<file path="config.mk">
export PLATFORM = sky130hd
export DESIGN_NAME = sphaser_mix
export DESIGN_NICKNAME = d
export VERILOG_FILES = /design/src/hdl/sphaser_pkg.sv /design/src/hdl/sphaser_mix.sv
export SDC_FILE = /design/constraint.sdc
export NUM_CORES = 2
export LEC_CHECK = 0
export ABC_CLOCK_PERIOD_IN_PS = 12900
export BUFFER_PORTS_ARGS = -buffer_cell sky130_fd_sc_hd__buf_2
export CORE_MARGIN = 4
export CORE_UTILIZATION = 67
export DETAILED_ROUTE_END_ITERATION = 7
export HOLD_SLACK_MARGIN = 0.06
export PLACE_DENSITY = 0.9
export SLEW_MARGIN = 20
export SYNTH_ARGS = -nofsm -noshare
export SYNTH_HDL_FRONTEND = slang
export SYNTH_SLANG_ARGS = --single-unit
</file>
<file path="constraint.sdc">
create_clock -name aclk -period 12.9 [get_ports aclk]
set_input_delay 1.935 -clock aclk [delete_from_list [all_inputs] [get_ports aclk]]
set_output_delay 1.935 -clock aclk [all_outputs]
set_load 0.1 [all_outputs]
</file>
<file path="src/hdl/sphaser_pkg.sv">
`default_nettype none
package sphaser_pkg;

    localparam int STATE_W = 24;
    localparam int FRAC_BITS = STATE_W - 4;
    localparam int IN_SHIFT = FRAC_BITS - 15;
    localparam int PROD_W = STATE_W + 18;
    localparam int LFO_TABLE_DEPTH = 1024;
    localparam int LFO_IDX_W = 10;
    localparam int GAIN_W = 17;
    localparam logic [16:0] UNITY_Q16 = 17'd65536;

    localparam logic [63:0] ONE_Q30 = 64'd1 << 30;
    localparam logic [63:0] ONE_Q24 = 64'd1 << 24;
    localparam logic [63:0] PI_Q30 = 64'd3373259426;
    localparam logic [63:0] HALF_PI_Q30 = 64'd1686629713;

    localparam logic [2:0] CFG_LFO_STEP = 3'd0;
    localparam logic [2:0] CFG_START_PHASE = 3'd1;
    localparam logic [2:0] CFG_FEEDBACK = 3'd2;
    localparam logic [2:0] CFG_DEPTH = 3'd3;
    localparam logic [2:0] CFG_DRY_WET = 3'd4;
    localparam logic [2:0] CFG_STAGES = 3'd5;

    typedef enum logic [2:0] {
        TOP_IDLE,
        TOP_LFO,
        TOP_START,
        TOP_RUN,
        TOP_MIX
    } top_state_t;

    typedef enum logic [1:0] {
        LN_IDLE,
        LN_MUL1,
        LN_MUL2,
        LN_UPD
    } lane_state_t;

    typedef logic [16:0] rom_t [LFO_TABLE_DEPTH];

    function automatic logic signed [STATE_W-1:0] sat_state(input logic signed [47:0] v);
        logic signed [47:0] hi;
        logic signed [47:0] lo;
        hi = (48'sd1 <<< (STATE_W - 1)) - 48'sd1;
        lo = -hi - 48'sd1;
        if (v > hi) begin
            sat_state = hi[STATE_W-1:0];
        end else if (v < lo) begin
            sat_state = lo[STATE_W-1:0];
        end else begin
            sat_state = v[STATE_W-1:0];
        end
    endfunction

    // Taylor cosine, Q30
    function automatic logic [63:0] cos_q30(input logic [63:0] x);
        logic [63:0] x2;
        logic [63:0] term;
        longint sum;
        x2 = (x * x) >> 30;
        term = ONE_Q30;
        sum = longint'(ONE_Q30);
        for (int n = 1; n <= 9; n++) begin
            term = ((term * x2) >> 30) / 64'((2 * n - 1) * (2 * n));
            if (n % 2 == 1) begin
                sum = sum - longint'(term);
            end else begin
                sum = sum + longint'(term);
            end
        end
        if (sum < 0) sum = 0;
        if (sum > longint'(ONE_Q30)) sum = longint'(ONE_Q30);
        cos_q30 = 64'(sum);
    endfunction

    // exp of a Q30 argument as exp(x/8)^8, Q24 result
    function automatic logic [63:0] exp_q24(input logic [63:0] e);
        logic [63:0] z;
        logic [63:0] term;
        logic [63:0] v;
        z = e >> 3;
        term = ONE_Q30;
        v = ONE_Q30;
        for (int n = 1; n <= 14; n++) begin
            term = ((term * z) >> 30) / 64'(n);
            v = v + term;
        end
        v = (v * v) >> 30;
        v = (v * v) >> 30;
        v = v >> 6;
        exp_q24 = (v * v) >> 24;
    endfunction

    localparam logic [63:0] ROM_DEN = exp_q24(64'd4 << 30) - ONE_Q24;

    function automatic rom_t build_rom();
        rom_t r;
        logic [63:0] y;
        logic [63:0] c;
        logic [63:0] u;
        logic [63:0] ex;
        logic [63:0] q;
        for (int k = 0; k < LFO_TABLE_DEPTH; k++) begin
            y = (PI_Q30 * 64'(k)) / LFO_TABLE_DEPTH;
            if (y > HALF_PI_Q30) y = PI_Q30 - y;
            c = cos_q30(y);
            u = (c * c) >> 30;
            ex = exp_q24(u << 2);
            ex = (ex > ONE_Q24) ? ex - ONE_Q24 : 64'd0;
            q = (ex * 64'd65536 + ROM_DEN / 2) / ROM_DEN;
            r[k] = (q > 64'd65536) ? UNITY_Q16 : q[16:0];
        end
        build_rom = r;
    endfunction

    localparam rom_t LFO_ROM = build_rom();

endpackage
`default_nettype wire

</file>
<file path="src/hdl/sphaser_mix.sv">
`default_nettype none
module sphaser_mix #(
    localparam int SW = sphaser_pkg::STATE_W
) (
    input  wire logic               aclk,
    input  wire logic               aresetn,
    input  wire logic               start,
    output logic                    ready,
    input  wire logic signed [SW-1:0] m_l,
    input  wire logic signed [SW-1:0] m_r,
    input  wire logic signed [SW-1:0] x_l,
    input  wire logic signed [SW-1:0] x_r,
    input  wire logic        [16:0] dry_wet,
    output logic                    m_tvalid,
    input  wire logic               m_tready,
    output logic             [31:0] m_tdata    // left_out, right_out
);
    localparam int PW = sphaser_pkg::PROD_W;
    localparam int RS = sphaser_pkg::FRAC_BITS + 1;

    logic busy_reg;
    logic valid_reg;
    logic signed [PW-1:0] pa_l_reg, pa_r_reg;
    logic signed [SW-1:0] xl_reg, xr_reg;
    logic [15:0] out_l_reg, out_r_reg;

    logic [16:0] dw;
    logic signed [17:0] wet_s, dry_s;
    logic signed [PW:0] sum_l, sum_r;
    logic signed [PW-RS:0] rnd_l, rnd_r;

    function automatic logic [15:0] sat16(input logic signed [PW-RS:0] v);
        if (v > (PW-RS+1)'(32767)) begin
            sat16 = 16'h7FFF;
        end else if (v < -(PW-RS+1)'(32768)) begin
            sat16 = 16'h8000;
        end else begin
            sat16 = v[15:0];
        end
    endfunction

    assign dw = (dry_wet > sphaser_pkg::UNITY_Q16) ? sphaser_pkg::UNITY_Q16 : dry_wet;
    assign wet_s = $signed({1'b0, dw});
    assign dry_s = $signed({1'b0, 17'(sphaser_pkg::UNITY_Q16 - dw)});
    assign sum_l = (PW+1)'(pa_l_reg) + (PW+1)'(xl_reg * dry_s) + (PW+1)'(1 <<< (RS - 1));
    assign sum_r = (PW+1)'(pa_r_reg) + (PW+1)'(xr_reg * dry_s) + (PW+1)'(1 <<< (RS - 1));
    assign rnd_l = sum_l[PW:RS];
    assign rnd_r = sum_r[PW:RS];
    assign ready = !busy_reg && !valid_reg;

    always_ff @(posedge aclk) begin
        if (!aresetn) begin
            busy_reg <= 1'b0;
            valid_reg <= 1'b0;
        end else begin
            if (start && ready) begin
                busy_reg <= 1'b1;
            end else if (busy_reg) begin
                busy_reg <= 1'b0;
                valid_reg <= 1'b1;
            end else if (valid_reg && m_tready) begin
                valid_reg <= 1'b0;
            end
        end
    end

    always_ff @(posedge aclk) begin
        if (start && ready) begin
            pa_l_reg <= m_l * wet_s;
            pa_r_reg <= m_r * wet_s;
            xl_reg <= x_l;
            xr_reg <= x_r;
        end
        if (busy_reg) begin
            out_l_reg <= sat16(rnd_l);
            out_r_reg <= sat16(rnd_r);
        end
    end

    assign m_tvalid = valid_reg;
    assign m_tdata = {out_r_reg, out_l_reg};
endmodule
`default_nettype wire

</file>
* Word level (Yosys, flattened, before mapping)
Index checks and enable logic that the tools add are counted. Widths: inputs -> output; s select.
Word-level totals: register bits after elaboration 166, input bits 117, output and inout port bits 34, logic and storage cells 36
Operators by class: $add $sub $neg 5, multipliers 4, order comparisons 5, multiplexer cells 6, bitwise gates (word level) 1, reduce and logical (&&, ||, !) cells 7
Operators with widths (count):
- $mul 24x18->42 | 4
- $add 42x42->43 | 2
- $add 43x22->43 const B | 2
- $gt 22x16->1 const B | 2
- $lt 22x16->1 const B | 2
- $mux 16 | 2
- $gt 17x17->1 const B | 1
- $mux 17 | 1
- $sub 17x17->17 const A | 1
- $logic_and 1x1->1 | 3
- $mux 1 | 3
- $logic_not 1->1 | 2
- $reduce_and 2->1 | 1
- $reduce_bool 2->1 | 1
- $not 1->1 | 1

* Depth between registers and ports, before layout
word-level depth 8, gate-level depth with buffers 43, mapped depth without buffers 38

* Worst setup path before layout
OpenSTA, ideal clock, no wires.
path kind in2reg, start point input port dry_wet[0], end point register out_l_reg[13], data pin, setup time 254 ps, arrival time 10907 ps, required time 12646 ps, path slack 1739 ps, cell stages on the path 36, path buffers 5, cells stage by stage nor3_1 nand4_1 o31ai_1 and2_1 clkbuf_1 clkbuf_1 inv_1 ha_1 nand2_1 or3_1 or3_1 nor3_2 xnor2_1 buf_2 clkbuf_1 nand2_1 fa_1 inv_1 fa_1 fa_1 fa_1 fa_1 fa_1 fa_1 ha_1 a21oi_1 o21ai_0 a21oi_1 o21ai_4 a211oi_2 o41ai_4 a311o_2 xnor2_2 o41ai_4 buf_6 a21o_1
On the way: longest elaborated chain between the ends 8, elaborated cells on any way between the ends 9, classes of those cells 3 x add/sub; 1 x mul; 3 x order compare; 2 x mux
Ends and longest elaborated chain:
- start, declared | RTL line sphaser_mix.sv:13 | input wire logic [16:0] dry_wet,
- $gt 17x17->1 | RTL line sphaser_mix.sv:42 | assign dw = (dry_wet > sphaser_pkg::UNITY_Q16) ? sphaser_pkg::UNITY_Q16 : dry_wet;
- $mux 17 (*) | RTL line sphaser_mix.sv:42
- $sub 17x17->17 (*) | RTL line sphaser_mix.sv:44 | assign dry_s = $signed({1'b0, 17'(sphaser_pkg::UNITY_Q16 - dw)});
- $mul 24x18->42 (*) | RTL line sphaser_mix.sv:45 | assign sum_l = (PW+1)'(pa_l_reg) + (PW+1)'(xl_reg * dry_s) + (PW+1)'(1 <<< (RS - 1));
- $add 42x42->43 (*) | RTL line sphaser_mix.sv:45
- $add 43x22->43 (*) | RTL line sphaser_mix.sv:45
- $lt 22x16->1 | RTL line sphaser_mix.sv:35 | end else if (v < -(PW-RS+1)'(32768)) begin
- $mux 16 | RTL line sphaser_mix.sv:35
- end signal, assigned | RTL line sphaser_mix.sv:75 | out_l_reg <= sat16(rnd_l);
- end, declared | RTL line sphaser_mix.sv:25 | logic [15:0] out_l_reg, out_r_reg;
Every way passes the cells marked *; elsewhere a longest branch is shown, timed or not. A chain may end at the register's enable or synchronous reset.

* Worst setup path after layout
start point input port dry_wet[2], end point register out_l_reg[7], data pin
The elaborated chain is that of the path after synthesis.

==> results.yml <==
placement:
  hpwl_um: 138000
  globalplace.congestion: 0.976
  dp_cells: 8372
  portBuffers: 150
clock_tree:
  cts_root_buf: "clkbuf_16"
  clock-sinks: 166
  clk_latency_ns: 0.52
  cts_tree: "yes"
  cts-buffers-inserted: 17
  cts-htree-levels: 4
  post_cts_buffers: 0
  clk_pin_slew_worst_paths_ns: 0.08
  hold_buffers: 0
  cts_resized: 0
  cts_max_path_buffers: 2
global_routing:
  grtUsageTotal: 0.353
  antenna_found_initial: 8
  grt_pass1_vias: 56400
  grt_remaining_overflow: 0
  grt_pass1_wl_um: 288000
  grt_max_degree: 59
setup_path:
  path_class: "in2reg"
  worstPathArrival_ns: 12.60
  startpoint: "dry_wet[2]"
  endpoint: "out_l_reg[7]$_SDFFCE_PN1P_"
  rrSetupSlack_ns: 4.04
  rr_startpoint: "xr_reg[23]$_DFFE_PP_"
  crit_top_cell: "fa_1"
  required_ns: 13.29
  cp_slowest_stage_delay_ns: 0.76
  r2r_end: "out_r_reg[9]$_SDFFCE_PN1P_"
  reg2reg_depth: 22
  end_kind: "register"
  cp_max_fo: 17
  slowest_stage: "o41ai_4"
  critPathLaunchType: "input pin"
die:
  rows: 115
  initial_core_util: 0.677
  die_h_um: 324
  die_area_um2: 105000
  io_pins: 151
  core_area_um2: 98700
  die_x_um: 324
synthesis:
  ys_warn_count: 0
  synthMostInstantiatedCell: "inv_1"
  synthTopCellsByArea: "fa_1, inv_1, ha_1"
  netlist_area_um2: 66800
  ys.flop_type: "edfxtp_1"
  synth_common_cells: "inv_1, fa_1, nand2_1"
  synth_cell_type_count: 75
  syn_inst: 7215
  ys_seq_elements: 166
  ys_seq_area_frac: 0.0743
  synth_nets: 9517
  yosys.area.top_type_share: 0.507
  syn_avg_cell_area_um2: 9.26
  synth-edff-count: 164
  postSynth.asyncResetShare: 0
  synth_top_area_cell: "fa_1"
sta:
  maxSlewViolCount: 0
  setup_viol: 0
  min_period_over_period: 0.947
  hold_violations: 0
  timing.setup.tns_ns: 0
  tightest_slew_ns: 1.10
  whs_ns: 0.611
  period_needed_ns: 12.21
  clock-skew-final_ns: 0.0156
  grt_setup_unrepaired: "no"
  max_freq_mhz: 81.9
  slew_headroom: 0.244
cells_and_area:
  instances_no_fill: 8406
  nets: 9406
  nFillCells: 6520
  layout-drive-gt1-share: 0.0398
  area_growth_pct: 3.51
run:
  cap_violations: 0
route:
  detail-route-antenna-nets: 0
  vias: 49200
  drtIter0Drc: 4813
  post_drt_via_cell_ratio: 5.85
  drt_first_pass_iters: 6
  wirelength_um: 175000
  wl_per_cell_um: 20.8
  drc: 0
min_path:
  holdCritPathClass: "reg2reg"
status:
  status: "finished clean"
-- layout by cell type (no fill, tap or decap), drive strengths merged, types with 3 or more instances in the layout --
cell type / instances
a2111oi: 5
a211oi: 9
a21boi: 6
a21o: 96
a21oi: 117
a2bb2oi: 3
a311oi: 3
a31oi: 11
a41oi: 3
and2: 465
and3: 41
and4: 5
buf: 196
clkbuf: 17
clkinv: 6
edfxtp: 164
fa: 1692
ha: 493
inv: 2080
nand2: 1204
nand2b: 11
nand3: 34
nand4: 18
nor2: 78
nor2b: 26
nor3: 23
nor4: 8
o21a: 17
o21ai: 64
o21bai: 21
o311ai: 3
o31ai: 4
o41ai: 5
or3: 9
or4: 3
xnor2: 107
xor2: 44
-- worst max-delay path, delay by kind of cell --
kind	cells	cell delay (ns)
xor+xnor	2	0.78
compound gates	11	2.64
fa+ha+maj	9	3.85
simple gates	9	2.34
buf+inv	5	1.03
-- worst min-delay path by stage --
stage,start,end,slack (ns),cells after the start
after floorplan,busy_reg$_SDFF_PN0_,out_l_reg[0]$_SDFFCE_PN1P_,0.95,0
after global placement,m_tvalid$_SDFFE_PN0P_,m_tvalid$_SDFFE_PN0P_,0.58,2
after detailed placement,m_tvalid$_SDFFE_PN0P_,m_tvalid$_SDFFE_PN0P_,0.60,2
after CTS,m_tvalid$_SDFFE_PN0P_,m_tvalid$_SDFFE_PN0P_,0.62,2
after global routing,m_tvalid$_SDFFE_PN0P_,busy_reg$_SDFF_PN0_,0.65,2
final,m_tvalid$_SDFFE_PN0P_,m_tvalid$_SDFFE_PN0P_,0.61,2
-- per-stage QoR --
stage                     worst slack, ns  area [µm²]  utilization
after floorplan                      1.74       66800            -
after CTS                           0.817       69200        0.701
after global placement              0.729       68600        0.695
after detailed placement            0.310       68600        0.695
after global routing                0.196       69200        0.701
final                               0.687       69200        0.701
-- per-layer routing --
metal / vias up / global-route usage / routed length, µm
li1: 20400 / - / -
met1: 24600 / 0.440 / 60100
met2: 3300 / 0.567 / 81800
met3: 845 / 0.0948 / 21500
met4: 10 / 0.194 / 11400
met5: - / 0 / 69
-- layout make-up --
| class | instances | area, µm² | share of cell area |
|---|---|---|---|
| Clock inverter | 15 | 179 | 0.00259 |
| Sequential cell | 166 | 4970 | 0.0718 |
| Antenna cell | 2 | 5.00 | 0.0000723 |
| Tap cell | 1287 | 1610 | 0.0233 |
| Multi-Input combinational cell | 4652 | 53100 | 0.768 |
| Clock buffer | 17 | 425 | 0.00615 |
| Inverter | 2071 | 7770 | 0.112 |
| Timing Repair Buffer | 196 | 1110 | 0.0161 |
-- cells by family after synthesis --
family                   share of synthesized area
AO/OA/AOI/OAI                               0.0386
XOR/XNOR                                    0.0200
adder cells (fa/ha/maj)                      0.599
buffers and inverters                        0.135
flip-flops                                  0.0743
multiplexers                              0.000487
AND/OR/NAND/NOR                              0.132
Power is not shown: default switching activity piles up to over one toggle a cycle in this logic, so the estimate is an artifact.
