## src/hdl/sphaser_pkg.sv

```systemverilog
`default_nettype none
package sphaser_pkg;

    localparam int STATE_W = 24;
    localparam int FRAC_BITS = STATE_W - 4;
    localparam int IN_SHIFT = FRAC_BITS - 15;
    localparam int PROD_W = STATE_W + 18;
    localparam int LFO_TABLE_DEPTH = 1024;
    localparam int LFO_IDX_W = 10;
    localparam int GAIN_W = 17;
    localparam logic [16:0] UNITY_Q16 = 17'd65536;

    localparam logic [63:0] ONE_Q30 = 64'd1 << 30;
    localparam logic [63:0] ONE_Q24 = 64'd1 << 24;
    localparam logic [63:0] PI_Q30 = 64'd3373259426;
    localparam logic [63:0] HALF_PI_Q30 = 64'd1686629713;

    localparam logic [2:0] CFG_LFO_STEP = 3'd0;
    localparam logic [2:0] CFG_START_PHASE = 3'd1;
    localparam logic [2:0] CFG_FEEDBACK = 3'd2;
    localparam logic [2:0] CFG_DEPTH = 3'd3;
    localparam logic [2:0] CFG_DRY_WET = 3'd4;
    localparam logic [2:0] CFG_STAGES = 3'd5;

    typedef enum logic [2:0] {
        TOP_IDLE,
        TOP_LFO,
        TOP_START,
        TOP_RUN,
        TOP_MIX
    } top_state_t;

    typedef enum logic [1:0] {
        LN_IDLE,
        LN_MUL1,
        LN_MUL2,
        LN_UPD
    } lane_state_t;

    typedef logic [16:0] rom_t [LFO_TABLE_DEPTH];

    function automatic logic signed [STATE_W-1:0] sat_state(input logic signed [47:0] v);
        logic signed [47:0] hi;
        logic signed [47:0] lo;
        hi = (48'sd1 <<< (STATE_W - 1)) - 48'sd1;
        lo = -hi - 48'sd1;
        if (v > hi) begin
            sat_state = hi[STATE_W-1:0];
        end else if (v < lo) begin
            sat_state = lo[STATE_W-1:0];
        end else begin
            sat_state = v[STATE_W-1:0];
        end
    endfunction

    // Taylor cosine, Q30
    function automatic logic [63:0] cos_q30(input logic [63:0] x);
        logic [63:0] x2;
        logic [63:0] term;
        longint sum;
        x2 = (x * x) >> 30;
        term = ONE_Q30;
        sum = longint'(ONE_Q30);
        for (int n = 1; n <= 9; n++) begin
            term = ((term * x2) >> 30) / 64'((2 * n - 1) * (2 * n));
            if (n % 2 == 1) begin
                sum = sum - longint'(term);
            end else begin
                sum = sum + longint'(term);
            end
        end
        if (sum < 0) sum = 0;
        if (sum > longint'(ONE_Q30)) sum = longint'(ONE_Q30);
        cos_q30 = 64'(sum);
    endfunction

    // exp of a Q30 argument as exp(x/8)^8, Q24 result
    function automatic logic [63:0] exp_q24(input logic [63:0] e);
        logic [63:0] z;
        logic [63:0] term;
        logic [63:0] v;
        z = e >> 3;
        term = ONE_Q30;
        v = ONE_Q30;
        for (int n = 1; n <= 14; n++) begin
            term = ((term * z) >> 30) / 64'(n);
            v = v + term;
        end
        v = (v * v) >> 30;
        v = (v * v) >> 30;
        v = v >> 6;
        exp_q24 = (v * v) >> 24;
    endfunction

    localparam logic [63:0] ROM_DEN = exp_q24(64'd4 << 30) - ONE_Q24;

    function automatic rom_t build_rom();
        rom_t r;
        logic [63:0] y;
        logic [63:0] c;
        logic [63:0] u;
        logic [63:0] ex;
        logic [63:0] q;
        for (int k = 0; k < LFO_TABLE_DEPTH; k++) begin
            y = (PI_Q30 * 64'(k)) / LFO_TABLE_DEPTH;
            if (y > HALF_PI_Q30) y = PI_Q30 - y;
            c = cos_q30(y);
            u = (c * c) >> 30;
            ex = exp_q24(u << 2);
            ex = (ex > ONE_Q24) ? ex - ONE_Q24 : 64'd0;
            q = (ex * 64'd65536 + ROM_DEN / 2) / ROM_DEN;
            r[k] = (q > 64'd65536) ? UNITY_Q16 : q[16:0];
        end
        build_rom = r;
    endfunction

    localparam rom_t LFO_ROM = build_rom();

endpackage
`default_nettype wire

```

## src/hdl/sphaser_ram.sv

```systemverilog
`default_nettype none
module sphaser_ram #(
    parameter int WIDTH = 24,
    parameter int DEPTH = 24,
    localparam int AW = (DEPTH > 1) ? $clog2(DEPTH) : 1
) (
    input  wire logic             aclk,
    input  wire logic             we,
    input  wire logic [AW-1:0]    waddr,
    input  wire logic [WIDTH-1:0] wdata,
    input  wire logic             re,
    input  wire logic [AW-1:0]    raddr,
    output logic      [WIDTH-1:0] rdata
);
    logic [WIDTH-1:0] mem_reg [DEPTH];
    logic [WIDTH-1:0] rdata_reg;

    always_ff @(posedge aclk) begin
        if (we) begin
            mem_reg[waddr] <= wdata;
        end
        if (re) begin
            rdata_reg <= mem_reg[raddr];
        end
    end

    assign rdata = rdata_reg;
endmodule
`default_nettype wire

```

## src/hdl/sphaser_lane.sv

```systemverilog
`default_nettype none
module sphaser_lane #(
    parameter int MAX_STAGES = 24,
    localparam int IDX_W = (MAX_STAGES > 1) ? $clog2(MAX_STAGES) : 1,
    localparam int CNT_W = $clog2(MAX_STAGES + 1),
    localparam int SW = sphaser_pkg::STATE_W
) (
    input  wire logic                 aclk,
    input  wire logic                 aresetn,
    input  wire logic                 start,
    input  wire logic signed [15:0]   sample,
    input  wire logic signed [15:0]   coef,
    input  wire logic        [16:0]   gain,
    input  wire logic [CNT_W-1:0]     stage_num,
    output logic                      done,
    output logic signed [SW-1:0]      m_out,
    output logic signed [SW-1:0]      x_out
);
    localparam int PW = sphaser_pkg::PROD_W;
    localparam int XS = sphaser_pkg::IN_SHIFT;

    sphaser_pkg::lane_state_t state_reg, state_next;
    logic signed [SW-1:0] m_reg, m_next;
    logic signed [SW-1:0] x_reg, x_next;
    logic signed [SW-1:0] old_reg, old_next;
    logic signed [PW-1:0] p_reg, p_next;
    logic [CNT_W-1:0] cnt_reg, cnt_next;
    logic [MAX_STAGES-1:0] valid_reg, valid_next;

    logic signed [SW-1:0] x_in;
    logic signed [39:0] fb_prod;
    logic signed [24:0] fb_rnd;
    logic signed [SW-1:0] m_start;
    logic signed [SW-1:0] old_val;
    logic signed [PW-1:0] p_sum;
    logic signed [PW-17:0] p_rnd;
    logic signed [SW-1:0] nw;
    logic signed [17:0] g_s;
    logic [CNT_W-1:0] cnt_inc;

    logic ram_we, ram_re;
    logic [IDX_W-1:0] ram_raddr;
    logic [SW-1:0] ram_rdata;

    assign x_in = $signed({{(SW - 16 - XS){sample[15]}}, sample, {XS{1'b0}}});
    assign fb_prod = m_reg * coef + 40'sd16384;
    assign fb_rnd = fb_prod[39:15];
    assign m_start = sphaser_pkg::sat_state(48'(x_in) + 48'(fb_rnd));
    assign g_s = $signed({1'b0, gain});
    assign old_val = valid_reg[cnt_reg[IDX_W-1:0]] ? $signed(ram_rdata) : '0;
    assign p_sum = p_reg + PW'(32768);
    assign p_rnd = p_sum[PW-1:16];
    assign nw = sphaser_pkg::sat_state(48'(p_rnd) + 48'(m_reg));
    assign cnt_inc = cnt_reg + CNT_W'(1);

    always_comb begin
        state_next = state_reg;
        m_next = m_reg;
        x_next = x_reg;
        old_next = old_reg;
        p_next = p_reg;
        cnt_next = cnt_reg;
        valid_next = valid_reg;
        ram_we = 1'b0;
        ram_re = 1'b0;
        ram_raddr = cnt_reg[IDX_W-1:0];
        done = 1'b0;
        unique case (state_reg)
            sphaser_pkg::LN_IDLE: begin
                if (start) begin
                    x_next = x_in;
                    m_next = m_start;
                    cnt_next = '0;
                    ram_re = 1'b1;
                    ram_raddr = '0;
                    state_next = sphaser_pkg::LN_MUL1;
                end
            end
            sphaser_pkg::LN_MUL1: begin
                old_next = old_val;
                p_next = g_s * old_val;
                state_next = sphaser_pkg::LN_MUL2;
            end
            sphaser_pkg::LN_MUL2: begin
                ram_we = 1'b1;
                valid_next[cnt_reg[IDX_W-1:0]] = 1'b1;
                p_next = g_s * nw;
                state_next = sphaser_pkg::LN_UPD;
            end
            sphaser_pkg::LN_UPD: begin
                m_next = sphaser_pkg::sat_state(48'(old_reg) - 48'(p_rnd));
                cnt_next = cnt_inc;
                if (cnt_inc >= stage_num) begin
                    done = 1'b1;
                    state_next = sphaser_pkg::LN_IDLE;
                end else begin
                    ram_re = 1'b1;
                    ram_raddr = cnt_inc[IDX_W-1:0];
                    state_next = sphaser_pkg::LN_MUL1;
                end
            end
            default: state_next = sphaser_pkg::LN_IDLE;
        endcase
    end

    always_ff @(posedge aclk) begin
        if (!aresetn) begin
            state_reg <= sphaser_pkg::LN_IDLE;
            m_reg <= '0;
            cnt_reg <= '0;
            valid_reg <= '0;
        end else begin
            state_reg <= state_next;
            m_reg <= m_next;
            cnt_reg <= cnt_next;
            valid_reg <= valid_next;
        end
    end

    always_ff @(posedge aclk) begin
        x_reg <= x_next;
        old_reg <= old_next;
        p_reg <= p_next;
    end

    sphaser_ram #(
        .WIDTH(SW),
        .DEPTH(MAX_STAGES)
    ) u_mem (
        .aclk  (aclk),
        .we    (ram_we),
        .waddr (cnt_reg[IDX_W-1:0]),
        .wdata (nw),
        .re    (ram_re),
        .raddr (ram_raddr),
        .rdata (ram_rdata)
    );

    assign m_out = m_reg;
    assign x_out = x_reg;
endmodule
`default_nettype wire

```

## config.mk

```make
export PLATFORM = sky130hd
export DESIGN_NAME = sphaser_lane
export DESIGN_NICKNAME = d
export VERILOG_FILES = /design/src/hdl/sphaser_pkg.sv /design/src/hdl/sphaser_ram.sv /design/src/hdl/sphaser_lane.sv
export SDC_FILE = /design/constraint.sdc
export NUM_CORES = 2
export LEC_CHECK = 0
export CORE_MARGIN = 10
export CORE_UTILIZATION = 40
export CTS_BUF_LIST = sky130_fd_sc_hd__clkbuf_16
export DETAILED_ROUTE_END_ITERATION = 12
export DONT_BUFFER_PORTS = 1
export HOLD_SLACK_MARGIN = 0.05
export PLACE_DENSITY = 0.63
export SLEW_MARGIN = 20
export SYNTH_ARGS = -nofsm -noshare
export SYNTH_HDL_FRONTEND = slang
export SYNTH_SLANG_ARGS = --single-unit
```

## constraint.sdc

```tcl
create_clock -name aclk -period 23.2 [get_ports aclk]
set_input_delay 1.16 -clock aclk [delete_from_list [all_inputs] [get_ports aclk]]
set_output_delay 1.16 -clock aclk [all_outputs]
set_load 0.005 [all_outputs]
```

After elaboration in Yosys (flattened, before gate mapping)
Memories as Yosys holds them, arrays and structs flattened. A register that Yosys moved wholly into a read port is not among the register bits.
Index checks and enable logic that the tools add are counted.
{"block": "totals", "regBits": 137, "latchBits": 0, "ramBits": 576, "rom_bits": 0, "output_inout_bits": 49, "elab_cells": 66, "memories": 1}
{"memory": "u_mem.mem_reg", "depth": 24, "width": 24, "rd": 1, "rd_clocked_by_memory_dff": 1, "write_ports": 1, "line": "sphaser_ram.sv:15", "text": "logic [WIDTH-1:0] mem_reg [DEPTH];"}
{"block": "classes", "add_sub_neg": 6, "multipliers": 3, "div": 0, "n_lt_le_gt_ge": 9, "eq_ne": 4, "n_shift": 0, "mux": 29, "n_bitwise": 1, "n_reduce_logical": 6}
{"op": "$mux W24", "n": 8}
{"op": "$mul A18 B24 Y42", "n": 2}
{"op": "$pmux W42 S2", "n": 1}
{"op": "$gt A27 B24 Y1 const B", "n": 2}
{"op": "$lt A27 B24 Y1 const B", "n": 2}
{"op": "$pmux W24 S2", "n": 1}
{"op": "$add A42 B17 Y42 const B", "n": 1}
{"op": "$add A40 B16 Y40 const B", "n": 1}
{"op": "$mul A24 B16 Y40", "n": 1}
{"op": "$add A26 B24 Y27", "n": 1}
{"op": "$sub A24 B26 Y27", "n": 1}
{"op": "$add A21 B25 Y26", "n": 1}
{"op": "$gt A26 B24 Y1 const B", "n": 1}
{"op": "$lt A26 B24 Y1 const B", "n": 1}
{"op": "$or A24 B24 Y24", "n": 1}
{"op": "$pmux W5 S2", "n": 2}
{"op": "$mux W1", "n": 10}
{"op": "$mux W5", "n": 2}
{"op": "$pmux W2 S4", "n": 1}
{"op": "$lt A5 B6 Y1 const B", "n": 1}
{"op": "$add A5 B1 Y5 const B", "n": 1}
{"op": "$bmux W1 S5", "n": 1}
{"op": "$demux W1 S5", "n": 1}
{"op": "$ge A5 B1 Y1 const B", "n": 1}
{"op": "other kinds (10)", "n": 13}

Longest topological paths before layout
{"block": "depth", "ltp_word": 8, "ltp_mapped": 43, "ltp_nobuf": 40}

Hierarchy
A second synthesis with hierarchy kept.
{"block": "unflattened", "cells_unflattened": 6838, "hier_area_um2": 74566.5}
{"module": "sphaser_lane", "instances": 1, "cells_per_inst": 5773, "area_per_inst_um2": 51577.0, "seq_area_each_um2": 3113.0}
{"module": "sphaser_ram", "instances": 1, "cells_per_inst": 1065, "area_per_inst_um2": 22989.5, "seq_area_each_um2": 18017.3}

Least setup slack after synthesis
OpenSTA, ideal clock, no wires.
{"block": "synth_timing", "path_type": "flip-flop to flip-flop", "startpoint": "register p_reg[27]", "endpoint": "register p_reg[30] (data pin)", "setup_ns": 0.268, "arrival_time_ns": 8.922, "required_ns": 22.932, "slack_ns": 14.009, "stages_incl_launch_ff": 38, "n_path_buf": 1, "path_cell_list": "edfxtp_1 > and3_1 > and3_1 > and3_1 > nand2_1 > nor3_1 > nand3_1 > xnor2_1 > ha_1 > inv_1 > o21bai_1 > a21o_1 > a22oi_1 > o311ai_0 > a211o_1 > or4_1 > o22ai_2 > buf_4 > [... 2 more ...] > inv_1 > fa_1 > fa_1 > fa_1 > fa_1 > inv_1 > fa_1 > inv_1 > ha_1 > a21o_1 > a21oi_1 > nor2b_1 > nor4_1 > or4b_2 > o2111ai_1 > a311o_1 > xnor2_1 > mux2i_1"}
{"block": "synth_via", "elab_chain_cells": 7, "elab_cells_between_ends": 8, "cone_classes": "add/sub: 2; mul: 1; order compare: 2; mux: 3"}
{"item": "start: declaration", "line": "sphaser_lane.sv:26", "text": "logic signed [PW-1:0] p_reg, p_next;"}
{"item": "start signal: assignment", "line": "sphaser_lane.sv:123", "text": "p_reg <= p_next;"}
{"item": "$add A42 B17 Y42 (*)", "line": "sphaser_lane.sv:51", "text": "assign p_sum = p_reg + PW'(32768);"}
{"item": "$add A26 B24 Y27 (*)", "line": "sphaser_lane.sv:53", "text": "assign nw = sphaser_pkg::sat_state(48'(p_rnd) + 48'(m_reg));"}
{"item": "$lt A27 B24 Y1", "line": "sphaser_pkg.sv:49", "text": "end else if (v < lo) begin"}
{"item": "$mux W24", "line": "sphaser_pkg.sv:49"}
{"item": "$mux W24 (*)", "line": "sphaser_pkg.sv:47", "text": "if (v > hi) begin"}
{"item": "$mul A18 B24 Y42 (*)", "line": "sphaser_lane.sv:87", "text": "p_next = g_s * nw;"}
{"item": "$pmux W42 S2 (*)", "line": "sphaser_lane.sv:68", "text": "unique case (state_reg)"}
{"item": "via p_next[30]", "line": "sphaser_lane.sv:26"}
The timed path passes the listed nets; every way through them passes the cells marked *.
A chain may end at the register's enable or synchronous reset.

Worst setup path after layout
{"block": "layout_timing", "startpoint": "register p_reg[27]", "endpoint": "register p_reg[41] (data pin)"}
The elaborated chain is that of the path after synthesis.

==> results.cfg <==
[clock_network]
numCtsBuffers = 76
cts-hold-fix-buffers = 0
clk_latency_ns = 0.67
clk_path_buf_depth = 3
cts-resized-gates = 0
clkSlewWorstSetupHoldPaths_ns = 0.06
cts_tree = built
clockRootBuffer = clkbuf_16
postCtsSetupRepairBufs = 0
numClockSinks = 722
htreeDepth = 3

[sta]
final.period_utilization_pct = 55.02
final-hold-violation-count = 0
setup_tns_ns = 0
fmax_ghz = 0.07834
fin_skew_ns = 0.04156
setup_violations = 0
report.final.slew_viol_count = 0
grt_setup_unrepaired = no
fin_ws_ns = 10.44
relSlewSlack_pct = 10.12
fin_crit_ns = 12.76
tightest_slew_ns = 1.340
holdWs_ns = 0.4608

[grt]
grt_overflow = 0
antenna_found_initial = 4
grt_pass1_vias = 57900
track_usage_pct = 21.45
grt_pass1_wl_mm = 350.6
grt_max_degree = 153

[floorplan]
core-area_mm2 = 0.1900
pin_count = 106
rows = 160
start_util_pct = 40.22
floorplan.die_area_mm2 = 0.2089
fp.dieW_um = 457.1
die_y_um = 457.1

[critical_path]
path_class = flip-flop to flip-flop
cp.arrival_ns = 13.16
path_max_fanout = 81
path_delay_family = adder cells
slowest_stage = a41oi_1
cp-start-kind = flip-flop
critPathMostFrequentCell = fa_1
end_kind = flip-flop
cp_num_buf_inv = 7
max_stage_delay_ns = 0.85
worstPathRequired_ns = 23.60

[finish]
final_cell_mix = 1409 x inv_1, 1175 x fa_1, 1010 x nand2_1
multiInputGateArea_mm2 = 0.04873
seq_area_mm2 = 0.02113
area_growth_syn_to_layout_pct = 6.971
final_nets = 8862
n_fill_cell = 17760
drive_gt1_share_pct = 4.967
final_common_cell = inv_1
largest_reg_flops = 576

[route]
viasPerCell = 5.662
totalWireLength_mm = 226.6
dr_total_vias = 55630
drt_iter0_drc = 5007
drc = 0
wire_per_inst_um = 23.06
dr.pass1.iters = 6
antenna_left = 0

[logic_synthesis]
avgSynthCellArea_um2 = 10.22
ys_warn_count = 0
synth_area_mm2 = 0.07641
ys.flop_type = edfxtp_1
synth_edf_count = 667
yosys.area.top_type_share_pct = 30.79
synth_area_leaders = fa_1 31%, edfxtp_1 26%, inv_1 6.9%
synth.distinct_cells = 88
synth_cells = 7473
yosysSeqAreaShare_pct = 27.66
synthArstFlopShare_pct = 0
yosys.area.top_type = fa_1
ys_ff_latch = 722

[job]
cap_violations = 0

[placed_design]
place_congestion = 0.8979
pre_cts_slack_ns = 10.69
hpwlAfterDp_mm = 155.4
io_buffer_count = 0

[outcome]
status = finished clean

[hold_path]
hold_class = flip-flop to flip-flop
stage by stage:
step / utilization, % / area (um^2) / instances
finish: 43.02 / 81730 / 9824
global route: 43.01 / 81720 / 9819
CTS: 42.99 / 81670 / 9817
detailed placement: 41.66 / 79140 / 9679
global placement: 41.66 / 79140 / 9679
floorplan: - / 76420 / 7477
final timing paths:
path	startpoint	endpoint	slack, ns	cells past startpoint
setup / recovery	p_reg[27]	p_reg[41]	10.44	37
hold / removal	valid_reg[5]	valid_reg[5]	0.46	1
setup reg to reg	p_reg[27]	p_reg[41]	10.44	37
hold reg to reg	valid_reg[5]	valid_reg[5]	0.46	1
cell families after synthesis:
logic type | synth area share (%)
AOI/OAI and AO/OA | 10.84
xor gates and xnor gates | 2.040
adders and majority gates | 37.04
buffers and inverters | 9.144
DFF | 27.66
muxes | 2.496
other | 0.004908
and+or+nand+nor | 10.78
cells in the mapped netlist (133+ instances only):
master    count
inv_1      1396
fa_1       1175
nand2_1    1011
edfxtp_1    667
ha_1        382
clkbuf_1    322
o21ai_0     204
and3_1      187
mux2i_1     177
and2_1      165
a31oi_1     153
a21oi_1     150
nor2_1      133
final cells by class:
class	count	share of cell area [%]
repair buffers	117	1.151
clock buffers	77	2.358
inverters	1398	6.422
flip-flops and latches	722	25.85
clock inverters	61	0.7348
diodes	5	0.01531
well taps	2511	3.844
multi-input cells	4933	59.62
worst reg2reg max path: cells and delay by family (launching register included):
family	cells	cell delay [ns]
flops	1	0.39
buf+inv	7	2.82
fa+ha+maj	8	4.01
simple gates	10	2.00
compound gates	9	2.90
xor+xnor	2	0.32
mux	1	0.09
routing by layer:
metal	track usage (%)	share of wire, %	wire [um]	vias to the layer above
li1	-	-	-	24020
met1	28.25	40	91100	28400
met2	35.05	47	106200	2643
met3	4.021	8.7	19770	557
met4	8.207	4.2	9474	0
met5	0.06887	0	0	-
Power is not shown: default switching activity piles up to over one toggle a cycle in this logic, so the estimate is an artifact.
